### src/rtl/core/iirdf1_pkg.sv
// Shared types, constants and coefficient tables for the direct form I IIR filter.
package iirdf1_pkg;

    localparam int COEF_W    = 24;
    localparam int COEF_FRAC = 22;
    localparam int OUT_W     = 24;

    localparam logic signed [OUT_W-1:0] OUT_MAX = 24'sh7FFFFF;
    localparam logic signed [OUT_W-1:0] OUT_MIN = 24'sh800000;

    typedef enum logic [2:0] {
        ST_IDLE,
        ST_FF,
        ST_FB,
        ST_DRAIN,
        ST_DONE
    } state_t;

    typedef enum logic [1:0] {
        SRC_X,
        SRC_IN,
        SRC_OUT
    } src_t;

    typedef struct packed {
        logic clear;
        logic en;
        logic sub;
    } mac_ctrl_t;

    // Feedforward coefficients b[i], Q2.22; zero past the table.
    function automatic logic signed [COEF_W-1:0] ff_coef(input int idx);
        logic signed [COEF_W-1:0] c;
        case (idx)
            0:       c = 24'sd0;
            1:       c = 24'sd419430;
            2:       c = 24'sd838861;
            3:       c = 24'sd1258291;
            4:       c = 24'sd1677722;
            5:       c = 24'sd2097152;
            6:       c = 24'sd2516582;
            7:       c = 24'sd2936013;
            8:       c = 24'sd3355443;
            9:       c = 24'sd3774874;
            10:      c = 24'sd4194304;
            11:      c = 24'sd3774874;
            12:      c = 24'sd3355443;
            13:      c = 24'sd2936013;
            14:      c = 24'sd2516582;
            15:      c = 24'sd2097152;
            16:      c = 24'sd1677722;
            17:      c = 24'sd1258291;
            18:      c = 24'sd838861;
            19:      c = 24'sd419430;
            default: c = 24'sd0;
        endcase
        return c;
    endfunction

    // Feedback coefficients a[j], Q2.22; zero past the table.
    function automatic logic signed [COEF_W-1:0] fb_coef(input int idx);
        logic signed [COEF_W-1:0] c;
        case (idx)
            0:       c = 24'sd0;
            1:       c = 24'sd419;
            2:       c = 24'sd839;
            3:       c = 24'sd1258;
            4:       c = 24'sd1678;
            5:       c = 24'sd2097;
            6:       c = 24'sd2517;
            7:       c = 24'sd2936;
            8:       c = 24'sd3355;
            9:       c = 24'sd3775;
            10:      c = 24'sd4194;
            default: c = 24'sd0;
        endcase
        return c;
    endfunction

endpackage

### src/rtl/core/iir_filter_direct_form_one.sv
// Top level of the direct form I IIR filter: sequencer, history memories and MAC.
//
//  channel  | valid     | ready     | payload
//  ---------+-----------+-----------+-------------------------------------
//  input    | in_valid  | in_ready  | sample_in (SAMPLE_BITS, signed Q1.15)
//  output   | out_valid | out_ready | sample_out (24, signed Q9.15), saturated
//
// Each sample is processed as one MAC step per tap, fed by one history memory read
// per cycle, after the accept and followed by the memory read register, the product
// register, a drain state and the final writeback.
// Reset empties both histories through fill counts; unfilled entries count as zero.
// A new sample is taken while the previous result waits in the output register;
// writeback stalls only if that register is still occupied.
module iir_filter_direct_form_one #(
    parameter int FEEDFORWARD_TAPS = 20,
    parameter int FEEDBACK_TAPS    = 10,
    parameter int SAMPLE_BITS      = 16
) (
    input  logic                                 clk,
    input  logic                                 rst_n,
    input  logic                                 in_valid,
    output logic                                 in_ready,
    input  logic signed [SAMPLE_BITS-1:0]        sample_in,
    output logic                                 out_valid,
    input  logic                                 out_ready,
    output logic signed [iirdf1_pkg::OUT_W-1:0]  sample_out,
    output logic                                 saturated
);
    import iirdf1_pkg::*;

    // History geometry. The input history holds FEEDFORWARD_TAPS-1 samples;
    // with a single feedforward tap it is never written.
    localparam int IN_D   = (FEEDFORWARD_TAPS > 1) ? FEEDFORWARD_TAPS - 1 : 1;
    localparam int IN_AW  = (IN_D > 1) ? $clog2(IN_D) : 1;
    localparam int IN_FW  = $clog2(IN_D + 1);
    localparam int OUT_D  = FEEDBACK_TAPS;
    localparam int OUT_AW = (OUT_D > 1) ? $clog2(OUT_D) : 1;
    localparam int OUT_FW = $clog2(OUT_D + 1);
    localparam int MAXT   = (FEEDFORWARD_TAPS > FEEDBACK_TAPS) ? FEEDFORWARD_TAPS
                                                               : FEEDBACK_TAPS;
    localparam int CNT_W  = (MAXT > 1) ? $clog2(MAXT) : 1;
    localparam int OP_W   = (SAMPLE_BITS > OUT_W) ? SAMPLE_BITS : OUT_W;
    localparam int ACC_W  = OP_W + COEF_W + $clog2(FEEDFORWARD_TAPS + FEEDBACK_TAPS + 1);
    localparam logic IN_HIST_ON = (FEEDFORWARD_TAPS > 1);

    // Sequencer state
    state_t                   state_reg, state_next;
    logic [CNT_W-1:0]         tap_reg, tap_next;
    logic                     drain_reg, drain_next;
    logic signed [SAMPLE_BITS-1:0] x_reg, x_next;

    // Ring pointers and fill counts
    logic [IN_AW-1:0]         in_wptr_reg, in_wptr_next;
    logic [IN_AW-1:0]         in_rptr_reg, in_rptr_next;
    logic [IN_FW-1:0]         in_fill_reg, in_fill_next;
    logic [IN_FW-1:0]         in_left_reg, in_left_next;
    logic [OUT_AW-1:0]        out_wptr_reg, out_wptr_next;
    logic [OUT_AW-1:0]        out_rptr_reg, out_rptr_next;
    logic [OUT_FW-1:0]        out_fill_reg, out_fill_next;
    logic [OUT_FW-1:0]        out_left_reg, out_left_next;

    // Stage aligned with memory read data
    logic                     s1_valid_reg, s1_valid_next;
    src_t                     s1_src_reg, s1_src_next;
    logic                     s1_live_reg, s1_live_next;
    logic                     s1_sub_reg, s1_sub_next;
    logic signed [COEF_W-1:0] s1_coef_reg, s1_coef_next;

    // Output register
    logic                     out_valid_reg, out_valid_next;
    logic signed [OUT_W-1:0]  sample_out_reg, sample_out_next;
    logic                     sat_reg, sat_next;

    // Memory ports
    logic                     in_rd_en, in_wr_en;
    logic                     out_rd_en, out_wr_en;
    logic [SAMPLE_BITS-1:0]   in_rd_data;
    logic [OUT_W-1:0]         out_rd_data;

    // MAC
    mac_ctrl_t                mac_ctrl;
    logic signed [OP_W-1:0]   mac_op;
    logic signed [OUT_W-1:0]  mac_y;
    logic                     mac_sat;

    logic                     in_xfer;
    logic                     wb_go;

    assign in_ready = (state_reg == ST_IDLE);
    assign in_xfer  = in_valid && in_ready;
    assign wb_go    = (state_reg == ST_DONE) && (!out_valid_reg || out_ready);

    // Sequencer: one tap issued per cycle, feedforward first, then feedback.
    always_comb
    begin
        state_next      = state_reg;
        tap_next        = tap_reg;
        drain_next      = drain_reg;
        x_next          = x_reg;
        in_wptr_next    = in_wptr_reg;
        in_rptr_next    = in_rptr_reg;
        in_fill_next    = in_fill_reg;
        in_left_next    = in_left_reg;
        out_wptr_next   = out_wptr_reg;
        out_rptr_next   = out_rptr_reg;
        out_fill_next   = out_fill_reg;
        out_left_next   = out_left_reg;
        s1_valid_next   = 1'b0;
        s1_src_next     = s1_src_reg;
        s1_live_next    = s1_live_reg;
        s1_sub_next     = s1_sub_reg;
        s1_coef_next    = s1_coef_reg;
        out_valid_next  = out_valid_reg && !out_ready;
        sample_out_next = sample_out_reg;
        sat_next        = sat_reg;
        in_rd_en        = 1'b0;
        out_rd_en       = 1'b0;
        in_wr_en        = 1'b0;
        out_wr_en       = 1'b0;

        case (state_reg)
            ST_IDLE:
            begin
                if (in_xfer)
                begin
                    x_next        = sample_in;
                    tap_next      = '0;
                    // newest entry sits just behind the write pointer
                    in_rptr_next  = (in_wptr_reg == '0) ? IN_AW'(IN_D - 1)
                                                        : in_wptr_reg - 1'b1;
                    out_rptr_next = (out_wptr_reg == '0) ? OUT_AW'(OUT_D - 1)
                                                         : out_wptr_reg - 1'b1;
                    in_left_next  = in_fill_reg;
                    out_left_next = out_fill_reg;
                    state_next    = ST_FF;
                end
            end

            ST_FF:
            begin
                s1_valid_next = 1'b1;
                s1_sub_next   = 1'b0;
                s1_coef_next  = ff_coef(int'(tap_reg));
                if (tap_reg == '0)
                begin
                    s1_src_next  = SRC_X;
                    s1_live_next = 1'b1;
                end
                else
                begin
                    s1_src_next  = SRC_IN;
                    s1_live_next = (in_left_reg != '0);
                    in_rd_en     = 1'b1;
                    in_rptr_next = (in_rptr_reg == '0) ? IN_AW'(IN_D - 1)
                                                       : in_rptr_reg - 1'b1;
                    if (in_left_reg != '0)
                    begin
                        in_left_next = in_left_reg - 1'b1;
                    end
                end
                if (tap_reg == CNT_W'(FEEDFORWARD_TAPS - 1))
                begin
                    tap_next   = '0;
                    state_next = ST_FB;
                end
                else
                begin
                    tap_next = tap_reg + 1'b1;
                end
            end

            ST_FB:
            begin
                s1_valid_next = 1'b1;
                s1_sub_next   = 1'b1;
                s1_coef_next  = fb_coef(int'(tap_reg) + 1);
                s1_src_next   = SRC_OUT;
                s1_live_next  = (out_left_reg != '0);
                out_rd_en     = 1'b1;
                out_rptr_next = (out_rptr_reg == '0) ? OUT_AW'(OUT_D - 1)
                                                     : out_rptr_reg - 1'b1;
                if (out_left_reg != '0)
                begin
                    out_left_next = out_left_reg - 1'b1;
                end
                if (tap_reg == CNT_W'(FEEDBACK_TAPS - 1))
                begin
                    tap_next   = '0;
                    drain_next = 1'b0;
                    state_next = ST_DRAIN;
                end
                else
                begin
                    tap_next = tap_reg + 1'b1;
                end
            end

            ST_DRAIN:
            begin
                // wait for the read stage and product register to empty
                drain_next = 1'b1;
                if (drain_reg)
                begin
                    state_next = ST_DONE;
                end
            end

            ST_DONE:
            begin
                if (wb_go)
                begin
                    out_valid_next  = 1'b1;
                    sample_out_next = mac_y;
                    sat_next        = mac_sat;
                    out_wr_en       = 1'b1;
                    out_wptr_next   = (out_wptr_reg == OUT_AW'(OUT_D - 1)) ? '0
                                                     : out_wptr_reg + 1'b1;
                    if (out_fill_reg != OUT_FW'(OUT_D))
                    begin
                        out_fill_next = out_fill_reg + 1'b1;
                    end
                    if (IN_HIST_ON)
                    begin
                        in_wr_en     = 1'b1;
                        in_wptr_next = (in_wptr_reg == IN_AW'(IN_D - 1)) ? '0
                                                       : in_wptr_reg + 1'b1;
                        if (in_fill_reg != IN_FW'(IN_D))
                        begin
                            in_fill_next = in_fill_reg + 1'b1;
                        end
                    end
                    state_next = ST_IDLE;
                end
            end

            default:
            begin
                state_next = ST_IDLE;
            end
        endcase
    end

    always_ff @(posedge clk or negedge rst_n)
    begin
        if (!rst_n)
        begin
            state_reg     <= ST_IDLE;
            tap_reg       <= '0;
            drain_reg     <= 1'b0;
            in_wptr_reg   <= '0;
            in_rptr_reg   <= '0;
            in_fill_reg   <= '0;
            in_left_reg   <= '0;
            out_wptr_reg  <= '0;
            out_rptr_reg  <= '0;
            out_fill_reg  <= '0;
            out_left_reg  <= '0;
            s1_valid_reg  <= 1'b0;
            out_valid_reg <= 1'b0;
        end
        else
        begin
            state_reg     <= state_next;
            tap_reg       <= tap_next;
            drain_reg     <= drain_next;
            in_wptr_reg   <= in_wptr_next;
            in_rptr_reg   <= in_rptr_next;
            in_fill_reg   <= in_fill_next;
            in_left_reg   <= in_left_next;
            out_wptr_reg  <= out_wptr_next;
            out_rptr_reg  <= out_rptr_next;
            out_fill_reg  <= out_fill_next;
            out_left_reg  <= out_left_next;
            s1_valid_reg  <= s1_valid_next;
            out_valid_reg <= out_valid_next;
        end
    end

    always_ff @(posedge clk)
    begin
        x_reg          <= x_next;
        s1_src_reg     <= s1_src_next;
        s1_live_reg    <= s1_live_next;
        s1_sub_reg     <= s1_sub_next;
        s1_coef_reg    <= s1_coef_next;
        sample_out_reg <= sample_out_next;
        sat_reg        <= sat_next;
    end

    // Operand select; unfilled history entries contribute zero.
    always_comb
    begin
        mac_op = '0;
        if (s1_live_reg)
        begin
            case (s1_src_reg)
                SRC_X:   mac_op = OP_W'(x_reg);
                SRC_IN:  mac_op = OP_W'(signed'(in_rd_data));
                SRC_OUT: mac_op = OP_W'(signed'(out_rd_data));
                default: mac_op = '0;
            endcase
        end
    end

    assign mac_ctrl.clear = in_xfer;
    assign mac_ctrl.en    = s1_valid_reg;
    assign mac_ctrl.sub   = s1_sub_reg;

    iirdf1_hist #(
        .WIDTH (SAMPLE_BITS),
        .DEPTH (IN_D),
        .AW    (IN_AW)
    ) u_in_hist (
        .clk     (clk),
        .wr_en   (in_wr_en),
        .wr_addr (in_wptr_reg),
        .wr_data (x_reg),
        .rd_en   (in_rd_en),
        .rd_addr (in_rptr_reg),
        .rd_data (in_rd_data)
    );

    iirdf1_hist #(
        .WIDTH (OUT_W),
        .DEPTH (OUT_D),
        .AW    (OUT_AW)
    ) u_out_hist (
        .clk     (clk),
        .wr_en   (out_wr_en),
        .wr_addr (out_wptr_reg),
        .wr_data (mac_y),
        .rd_en   (out_rd_en),
        .rd_addr (out_rptr_reg),
        .rd_data (out_rd_data)
    );

    iirdf1_mac #(
        .OP_W  (OP_W),
        .ACC_W (ACC_W)
    ) u_mac (
        .clk   (clk),
        .rst_n (rst_n),
        .ctrl  (mac_ctrl),
        .op    (mac_op),
        .coef  (s1_coef_reg),
        .y     (mac_y),
        .sat   (mac_sat)
    );

    assign out_valid  = out_valid_reg;
    assign sample_out = sample_out_reg;
    assign saturated  = sat_reg;

`ifndef SYNTH
    // A new result appears only from a writeback.
    a_out_from_wb: assert property (@(posedge clk) disable iff (!rst_n)
        $rose(out_valid) |-> $past(state_reg == ST_DONE))
        else $error("result shown without writeback");

    // Read stage feeding the MAC is empty by the time the result is taken.
    a_drained: assert property (@(posedge clk) disable iff (!rst_n)
        (state_reg == ST_DONE) |-> !s1_valid_reg)
        else $error("writeback before MAC pipeline drained");

    // Accumulator clear never collides with a product in flight.
    a_clear_idle: assert property (@(posedge clk) disable iff (!rst_n)
        in_xfer |-> !s1_valid_reg)
        else $error("accumulator cleared during accumulation");

    // Fill counts stay within the history depths.
    a_fill_range: assert property (@(posedge clk) disable iff (!rst_n)
        (in_fill_reg <= IN_FW'(IN_D)) && (out_fill_reg <= OUT_FW'(OUT_D)))
        else $error("history fill count out of range");
`endif

endmodule

### src/rtl/core/iirdf1_hist.sv
// History ring memory: one write port, one read port with registered read data.
module iirdf1_hist #(
    parameter int WIDTH = 16,
    parameter int DEPTH = 19,
    parameter int AW    = 5
) (
    input  logic             clk,
    input  logic             wr_en,
    input  logic [AW-1:0]    wr_addr,
    input  logic [WIDTH-1:0] wr_data,
    input  logic             rd_en,
    input  logic [AW-1:0]    rd_addr,
    output logic [WIDTH-1:0] rd_data
);

    logic [WIDTH-1:0] ram [DEPTH];
    logic [WIDTH-1:0] rd_data_reg;

    always_ff @(posedge clk)
    begin
        if (wr_en)
        begin
            ram[wr_addr] <= wr_data;
        end
    end

    always_ff @(posedge clk)
    begin
        if (rd_en)
        begin
            rd_data_reg <= ram[rd_addr];
        end
    end

    assign rd_data = rd_data_reg;

endmodule

### src/rtl/core/iirdf1_mac.sv
// Multiply-accumulate unit with round-half-up and saturation to Q9.15.
module iirdf1_mac #(
    parameter int OP_W  = 24,
    parameter int ACC_W = 53
) (
    input  logic                                  clk,
    input  logic                                  rst_n,
    input  iirdf1_pkg::mac_ctrl_t                 ctrl,
    input  logic signed [OP_W-1:0]                op,
    input  logic signed [iirdf1_pkg::COEF_W-1:0]  coef,
    output logic signed [iirdf1_pkg::OUT_W-1:0]   y,
    output logic                                  sat
);
    import iirdf1_pkg::*;

    localparam int PROD_W = OP_W + COEF_W;
    localparam int RND_W  = ACC_W + 1;
    localparam int YB_W   = RND_W - COEF_FRAC;
    localparam logic [RND_W-1:0] ROUND_HALF = RND_W'(1) << (COEF_FRAC - 1);

    logic signed [PROD_W-1:0] prod_reg;
    logic signed [PROD_W-1:0] prod_next;
    logic                     en_d_reg;
    logic                     sub_d_reg;
    logic signed [ACC_W-1:0]  acc_reg;
    logic signed [ACC_W-1:0]  acc_next;
    logic signed [ACC_W-1:0]  prod_ext;
    logic signed [RND_W-1:0]  rnd;
    logic [YB_W-1:0]          ybig;
    logic [YB_W-OUT_W:0]      upper;
    logic                     fits;

    assign prod_next = op * coef;
    assign prod_ext  = ACC_W'(prod_reg);

    always_comb
    begin
        acc_next = acc_reg;
        if (ctrl.clear)
        begin
            acc_next = '0;
        end
        else if (en_d_reg)
        begin
            acc_next = sub_d_reg ? (acc_reg - prod_ext) : (acc_reg + prod_ext);
        end
    end

    always_ff @(posedge clk)
    begin
        prod_reg <= prod_next;
    end

    always_ff @(posedge clk or negedge rst_n)
    begin
        if (!rst_n)
        begin
            en_d_reg  <= 1'b0;
            sub_d_reg <= 1'b0;
            acc_reg   <= '0;
        end
        else
        begin
            en_d_reg  <= ctrl.en;
            sub_d_reg <= ctrl.sub;
            acc_reg   <= acc_next;
        end
    end

    // Round half up at bit COEF_FRAC, then clip to the output range.
    assign rnd   = RND_W'(acc_reg) + ROUND_HALF;
    assign ybig  = rnd[RND_W-1:COEF_FRAC];
    assign upper = ybig[YB_W-1:OUT_W-1];
    assign fits  = (&upper) || !(|upper);
    assign sat   = !fits;

    always_comb
    begin
        if (fits)
        begin
            y = ybig[OUT_W-1:0];
        end
        else if (ybig[YB_W-1])
        begin
            y = OUT_MIN;
        end
        else
        begin
            y = OUT_MAX;
        end
    end

endmodule
### config.mk
export PLATFORM = sky130hd
export DESIGN_NAME = iir_filter_direct_form_one
export DESIGN_NICKNAME = d
export VERILOG_FILES = /design/src/rtl/core/iirdf1_pkg.sv /design/src/rtl/core/iir_filter_direct_form_one.sv /design/src/rtl/core/iirdf1_hist.sv /design/src/rtl/core/iirdf1_mac.sv
export SDC_FILE = /design/constraint.sdc
export NUM_CORES = 2
export LEC_CHECK = 0
export BUFFER_PORTS_ARGS = -buffer_cell sky130_fd_sc_hd__buf_2
export CAP_MARGIN = 20
export CORE_MARGIN = 2
export CORE_UTILIZATION = 50
export DETAILED_ROUTE_END_ITERATION = 7
export GPL_TIMING_DRIVEN = 0
export PLACE_DENSITY = 0.77
export SLEW_MARGIN = 25
export SYNTH_ARGS = -nofsm -noshare
export SYNTH_HDL_FRONTEND = slang
export SYNTH_HIERARCHICAL = 1
export SYNTH_SLANG_ARGS = --single-unit
### constraint.sdc
create_clock -name clk -period 7.7 [get_ports clk]
set_clock_uncertainty 0.05 [all_clocks]
set_input_delay 0.77 -clock clk [delete_from_list [all_inputs] [get_ports clk]]
set_output_delay 0.77 -clock clk [all_outputs]
set_load 0.05 [all_outputs]
Word level (Yosys, flattened, before mapping)
Memory sizes are Yosys's and may differ from the RTL's. A register that Yosys moved wholly into a read port is not among the register bits.
Cells that the tools add are included.
{"block": "word_totals", "ff_bits": 219, "latchBits": 0, "ram_bits": 544, "mem_bits_ro": 944, "input_bits": 20, "output_inout_bits": 27, "elab_cells": 157, "n_memories": 4}
{"block": "classes", "n_addsub": 15, "multipliers": 1, "n_div": 0, "order_cmp": 0, "eq_ne": 20, "shifts": 0, "mux": 54, "n_bitwise": 0, "reduce_logical": 39}
{"name": "(no name shown)", "words": 32, "width": 23, "read_ports": 1, "rd_clocked_by_memory_dff": 0, "wr": 0, "line_no": "iirdf1_pkg.sv:34", "source": "case (idx)"}
{"name": "u_in_hist.ram", "words": 19, "width": 16, "read_ports": 1, "rd_clocked_by_memory_dff": 1, "wr": 1, "line_no": "iirdf1_hist.sv:16", "source": "logic [WIDTH-1:0] ram [DEPTH];"}
{"name": "u_out_hist.ram", "words": 10, "width": 24, "read_ports": 1, "rd_clocked_by_memory_dff": 1, "wr": 1, "line_no": "iirdf1_hist.sv:16"}
{"name": "(no name shown)", "words": 16, "width": 13, "read_ports": 1, "rd_clocked_by_memory_dff": 0, "wr": 0, "line_no": "iirdf1_pkg.sv:63", "source": "case (idx)"}
{"operator": "53-bit 2-to-1 mux", "count": 3}
{"operator": "24-bit 2-to-1 mux", "count": 4}
{"operator": "24-bit case mux with 3 select lines", "count": 1}
{"operator": "5-bit 2-to-1 mux", "count": 11}
{"operator": "53-bit by 23-bit adder with 54-bit output, second input constant", "count": 1}
{"operator": "53-bit by 48-bit adder with 53-bit output", "count": 1}
{"operator": "53-bit by 48-bit subtractor with 53-bit output", "count": 1}
{"operator": "24-bit by 24-bit multiplier with 48-bit output", "count": 1}
{"operator": "24-bit case mux with 2 select lines", "count": 1}
{"operator": "28-bit zero test", "count": 1}
{"operator": "4-bit 2-to-1 mux", "count": 6}
{"operator": "5-bit case mux with 2 select lines", "count": 2}
{"operator": "4-bit case mux with 2 select lines", "count": 2}
{"operator": "5-bit by 1-bit adder with 5-bit output, second input constant", "count": 3}
{"operator": "5-bit zero test", "count": 3}
{"operator": "3-bit 2-to-1 mux", "count": 5}
{"operator": "3-bit case mux with 5 select lines", "count": 1}
{"operator": "5-bit case mux with 3 select lines", "count": 1}
{"operator": "5-bit by 1-bit subtractor with 5-bit output, second input constant", "count": 3}
{"operator": "2-bit != test, second input constant", "count": 7}
{"operator": "1-bit 2-to-1 mux", "count": 13}
{"operator": "3-bit AND reduction", "count": 4}
{"operator": "4-bit by 1-bit subtractor with 4-bit output, second input constant", "count": 3}
{"operator": "5-bit equality test, second input constant", "count": 2}
{"operator": "other kinds (30)", "count": 49}

Longest topological paths before layout
{"block": "logic_depth", "word_depth": 7, "ltp_mapped": 34}

Cells and area by module
Netlist, hierarchy kept.
{"module": "iirdf1_mac", "instances": 1, "cells_each": 3220, "area_each_um2": 28882.7}
{"module": "iirdf1_hist at u_in_hist", "instances": 1, "cells_each": 555, "area_each_um2": 12264.3}
{"module": "iirdf1_hist at u_out_hist", "instances": 1, "cells_each": 528, "area_each_um2": 10103.4}
{"module": "iir_filter_direct_form_one", "instances": 1, "cells_each": 569, "area_each_um2": 5829.3}

Least setup slack after synthesis
OpenSTA, ideal clock, no wires.
{"block": "synth_path", "path_type": "reg2reg", "startpoint": "register s1_src_reg[1]", "endpoint": "register u_mac.prod_reg[40]", "setup_ns": 0.072, "arrival_ns": 7.845, "setup_slack_ns": -0.267, "stages_incl_launch_ff": 33, "synth_period_minus_slack_ns": 7.967, "path_cell_list": "edfxtp_1 > clkbuf_1 > nor2b_1 > clkbuf_1 > clkbuf_1 > nand2_1 > o21ai_0 > and2_1 > buf_1 > nand2_1 > fa_1 > fa_1 > inv_1 > fa_1 > inv_1 > fa_1 > inv_1 > fa_1 > fa_1 > inv_1 > fa_1 > inv_1 > ha_1 > a21o_1 > a21o_1 > a21oi_1 > o21ai_0 > a211oi_1 > a21oi_1 > o41ai_1 > nor2_1 > a311oi_1 > xnor2_1"}
{"block": "synth_between", "elab_chain_len": 4, "elab_cells_between_ends": 6}
{"element": "from (decl)", "line_no": "iir_filter_direct_form_one.sv:64", "source": "src_t s1_src_reg, s1_src_next;"}
{"element": "from (signal assigned)", "line_no": "iir_filter_direct_form_one.sv:282", "source": "s1_src_reg <= s1_src_next;"}
{"element": "2-bit equality test, or another cell as far along", "line_no": "iir_filter_direct_form_one.sv:296", "source": "case (s1_src_reg)"}
{"element": "24-bit case mux with 3 select lines (*)", "line_no": "iir_filter_direct_form_one.sv:296"}
{"element": "24-bit 2-to-1 mux (*)", "line_no": "iir_filter_direct_form_one.sv:294", "source": "if (s1_live_reg)"}
{"element": "via mac_op[10]", "line_no": "iir_filter_direct_form_one.sv:82", "source": "logic signed [OP_W-1:0] mac_op;"}
{"element": "24-bit by 24-bit multiplier with 48-bit output (*)", "line_no": "iirdf1_mac.sv:33", "source": "assign prod_next = op * coef;"}
{"element": "via u_mac.prod_next[40]", "line_no": "iirdf1_mac.sv:22", "source": "logic signed [PROD_W-1:0] prod_next;"}
{"element": "to (signal assigned)", "line_no": "iirdf1_mac.sv:51", "source": "prod_reg <= prod_next;"}
{"element": "to (decl)", "line_no": "iirdf1_mac.sv:21", "source": "logic signed [PROD_W-1:0] prod_reg;"}
Mark *: on every way through the listed nets, which the timed path passes. The rest lies on a longest branch.
A chain may end at the register's enable or synchronous reset.

Worst setup path in the final report
{"block": "layout_path", "startpoint": "register s1_src_reg[1]", "endpoint": "register u_mac.prod_reg[41]"}
Same word-level chain as after synthesis.

==> reports/qor.csv <==
metric,value,unit
clk sinks,797,
post-placement cell count,6470,
Layout Cells excl Fill,6712,
First DRT Iteration DRCs,3934,
slack of the critical path,-0.275,ns
Top Family by Delay on Critical Path,adder cells,
Mean Syn Cell Area,11.7,um2
pin count of the biggest net entering global routing,63,
Startpoint Class,register,
residual DRC count,0,
Max Clk Rate,125,MHz
worst r2r dst,u_mac/prod_reg[41]$_DFF_P_,
worst hold stages,1,
first-pass GRT wire length,242000,um
post-synthesis mux area share,6.92,%
largest cells by area after synthesis,"edfxtp_1, fa_1, ha_1",
Mapped Area,57100,um2
failing checks,negative setup slack,
simple-gate area share of the yosys netlist,10.9,%
drt via density,5.82,
crit path max fanout,10,
reg2reg start,s1_src_reg[1]$_DFFE_PP_,
Hold EP,x_reg[7]$_DFFE_PP_,
WP data required,8.16,ns
wire length per cell,23.6,um
number of fill cells in the layout,8828,
final period utilization,104,%
"FF+latch count, synth",797,
Port Buf Inserts,46,
cell taking the most area after synthesis,edfxtp_1,
Slew @ Worst Pin,1.11,ns
GPL Wtd Cong,0.991,
"Distinct cells, synth",102,
H-tree depth,3,
row cnt,123,
worst skew pair latency,0.70,ns
Reg2Reg Depth,30,
HP Start,sample_in[7],
Slowest cell on crit path,fa_1,
layout net count,5981,
Compound-Gate Fraction of Synth Area,7.25,%
hpwl dp,117000,um
Die Wd,342,um
cells after synthesis,4872,
Pre-Repair DR Iteration Count,5,
gr usage total,27.5,%
die area,117000,um2
overall routed net length,158000,um
outcome,"complete, but fails checks",
maxcap violations,0,
Num CTS Buffers,79,
Slew HR,25.9,%
Final Hold Violating Endpoints,0,
Antenna Nets Post-Route,0,
fin. max-slew vios,0,
Critical Path End Type,register,
Setup CP Type,register to register,
Initial Util,50.6,%
hold crit path type,input pin to register,
Chip Height,342,um
initial antenna violation count,9,
Clock Path Buffers,3,
"slowest stage delay, CP",0.59,ns
Buffers & Inverters on Critical Path,8,
asr flop ratio synth,12.8,%
Root Buffer Master,clkbuf_16,
Setup Viol. Count Final,14,
CP Data Arrival Time,8.44,ns
Period minus WS final,7.98,ns
share of the synthesized area in the top cell type,34.0,%
largest family of logic cells by synthesized area,adder cells,
via count,39068,
total core area,113000,um2
CP most frequent cell,fa_1,
register area share after synthesis,40.2,%
total global routing overflow,0,
number of flip-flops in the largest register,304,
Worst R2R Setup Slack,-0.28,ns
Post-Synth XOR/XNOR Area,2.82,%
"CTS clk-pin slew, worst paths",0.06,ns
RSZ-0062 raised after global routing,true,
area delta synth->final,13.3,%
vias in the first global route,40151,
share of cells above drive strength 1,15.0,%
area share of fa/ha/maj cells after synthesis,25.9,%
Syn. warnings,6,
TritonCTS clock tree,done,
Post-synth EDFFs,647,
IO Count,47,
Most used DFF post-synth,edfxtp_1,
## kinds of logic (layout without fill, tap and decap cells)
logic type                 after synthesis  count (layout)
buffers and inverters                  876            1208
muxes                                  295             295
other                                    1               9
AOI/OAI and AO/OA                      657             657
DFF                                    797             797
adders and majority gates              815             815
and+or+nand+nor                       1247            1247
xor gates and xnor gates               184             184
## per-layer routing
metal  up-vias  routed length, um  global-route usage (%)  share of wire (%)
met5         -                 59                       0              0.037
met4         8               8410                    12.9                5.3
met3       439              14300                    5.15                9.1
met2      1997              73000                    43.7                 46
met1     19678              62300                    36.7                 39
li1      16946                  -                       -                  -
## synth_stat cells, types with 40 or more instances
| master | number |
|---|---|
| nor3_1 | 44 |
| o21ai_0 | 169 |
| clkbuf_1 | 175 |
| a21oi_1 | 153 |
| nand2_1 | 454 |
| edfxtp_1 | 647 |
| mux2_2 | 91 |
| nor2_1 | 216 |
| a21o_1 | 59 |
| inv_1 | 636 |
| mux2i_1 | 139 |
| mux4_2 | 47 |
| xor2_1 | 57 |
| dfrtp_1 | 102 |
| and2_1 | 297 |
| xnor2_1 | 127 |
| ha_1 | 207 |
| fa_1 | 608 |
| dfxtp_1 | 48 |
| nand3_1 | 40 |
## through the flow
| stage | TNS, ns | utilization (%) | worst slack (ns) | hold slack, ns | cell area [um2] |
|---|---|---|---|---|---|
| 2_1_floorplan | 0 | - | 0.0552 | 0.281 | 57100 |
| 3_3_place_gp | -43.36 | 52.5 | -2.19 | 0.312 | 59200 |
| 3_5_place_dp | -45.78 | 53.1 | -2.32 | 0.331 | 59900 |
| 4_1_cts | -0.808 | 56.8 | -0.256 | 0.168 | 64100 |
| 5_1_grt | -5.14 | 57.3 | -0.454 | 0.182 | 64700 |
| 6_report | -2.03 | 57.3 | -0.275 | 0.199 | 64700 |
## layout make-up
class                      count  area (um2)  share of cell area, %
sequential                   797       22900                   35.5
timing repair buffer         190        1590                   2.46
clock inverter                46         656                   1.01
multi-input combinational   3206       31500                   48.7
clock buffer                 100        2150                   3.32
tap                         1500        1880                   2.90
buffer                       230        1530                   2.37
antenna                        1        2.50                0.00387
inverter                     642        2420                   3.75
## how the worst max path moves through the flow
| stage | start | slack [ns] | end | cells past startpoint |
|---|---|---|---|---|
| after floorplan | x_reg[15]$_DFFE_PP_ | 0.06 | u_mac/prod_reg[40]$_DFF_P_ | 27 |
| after global placement | x_reg[15]$_DFFE_PP_ | -2.19 | u_mac/prod_reg[40]$_DFF_P_ | 28 |
| after detailed placement | x_reg[15]$_DFFE_PP_ | -2.32 | u_mac/prod_reg[41]$_DFF_P_ | 31 |
| after CTS | x_reg[14]$_DFFE_PP_ | -0.26 | u_mac/prod_reg[45]$_DFF_P_ | 28 |
| after global routing | s1_src_reg[1]$_DFFE_PP_ | -0.45 | u_mac/prod_reg[41]$_DFF_P_ | 33 |
| final | s1_src_reg[1]$_DFFE_PP_ | -0.28 | u_mac/prod_reg[41]$_DFF_P_ | 30 |
## cell usage in the layout (no fill, tap or decap), types with 88 or more instances in the layout
| master | n |
|---|---|
| o21ai_0 | 121 |
| nand2_1 | 446 |
| buf_4 | 118 |
| xnor2_1 | 126 |
| a21oi_1 | 136 |
| inv_1 | 620 |
| fa_1 | 593 |
| mux2i_1 | 136 |
| clkbuf_1 | 134 |
| dfrtp_1 | 102 |
| mux2_2 | 91 |
| and2_1 | 268 |
| nor2_1 | 187 |
| ha_1 | 192 |
| clkbuf_16 | 88 |
| edfxtp_1 | 647 |
## timing repair
action                                  in CTS  in global routing
gates resized for setup                    264                112
pin swaps                                   36                 62
hold buffers                                 1                  0
setup buffers                               57                 44
endpoints found under the hold margin       40                  0
cloned                                       0                  1
endpoints found under the setup margin      34                 23
Power is not shown: default switching activity piles up to over one toggle a cycle in this logic, so the estimate is an artifact.
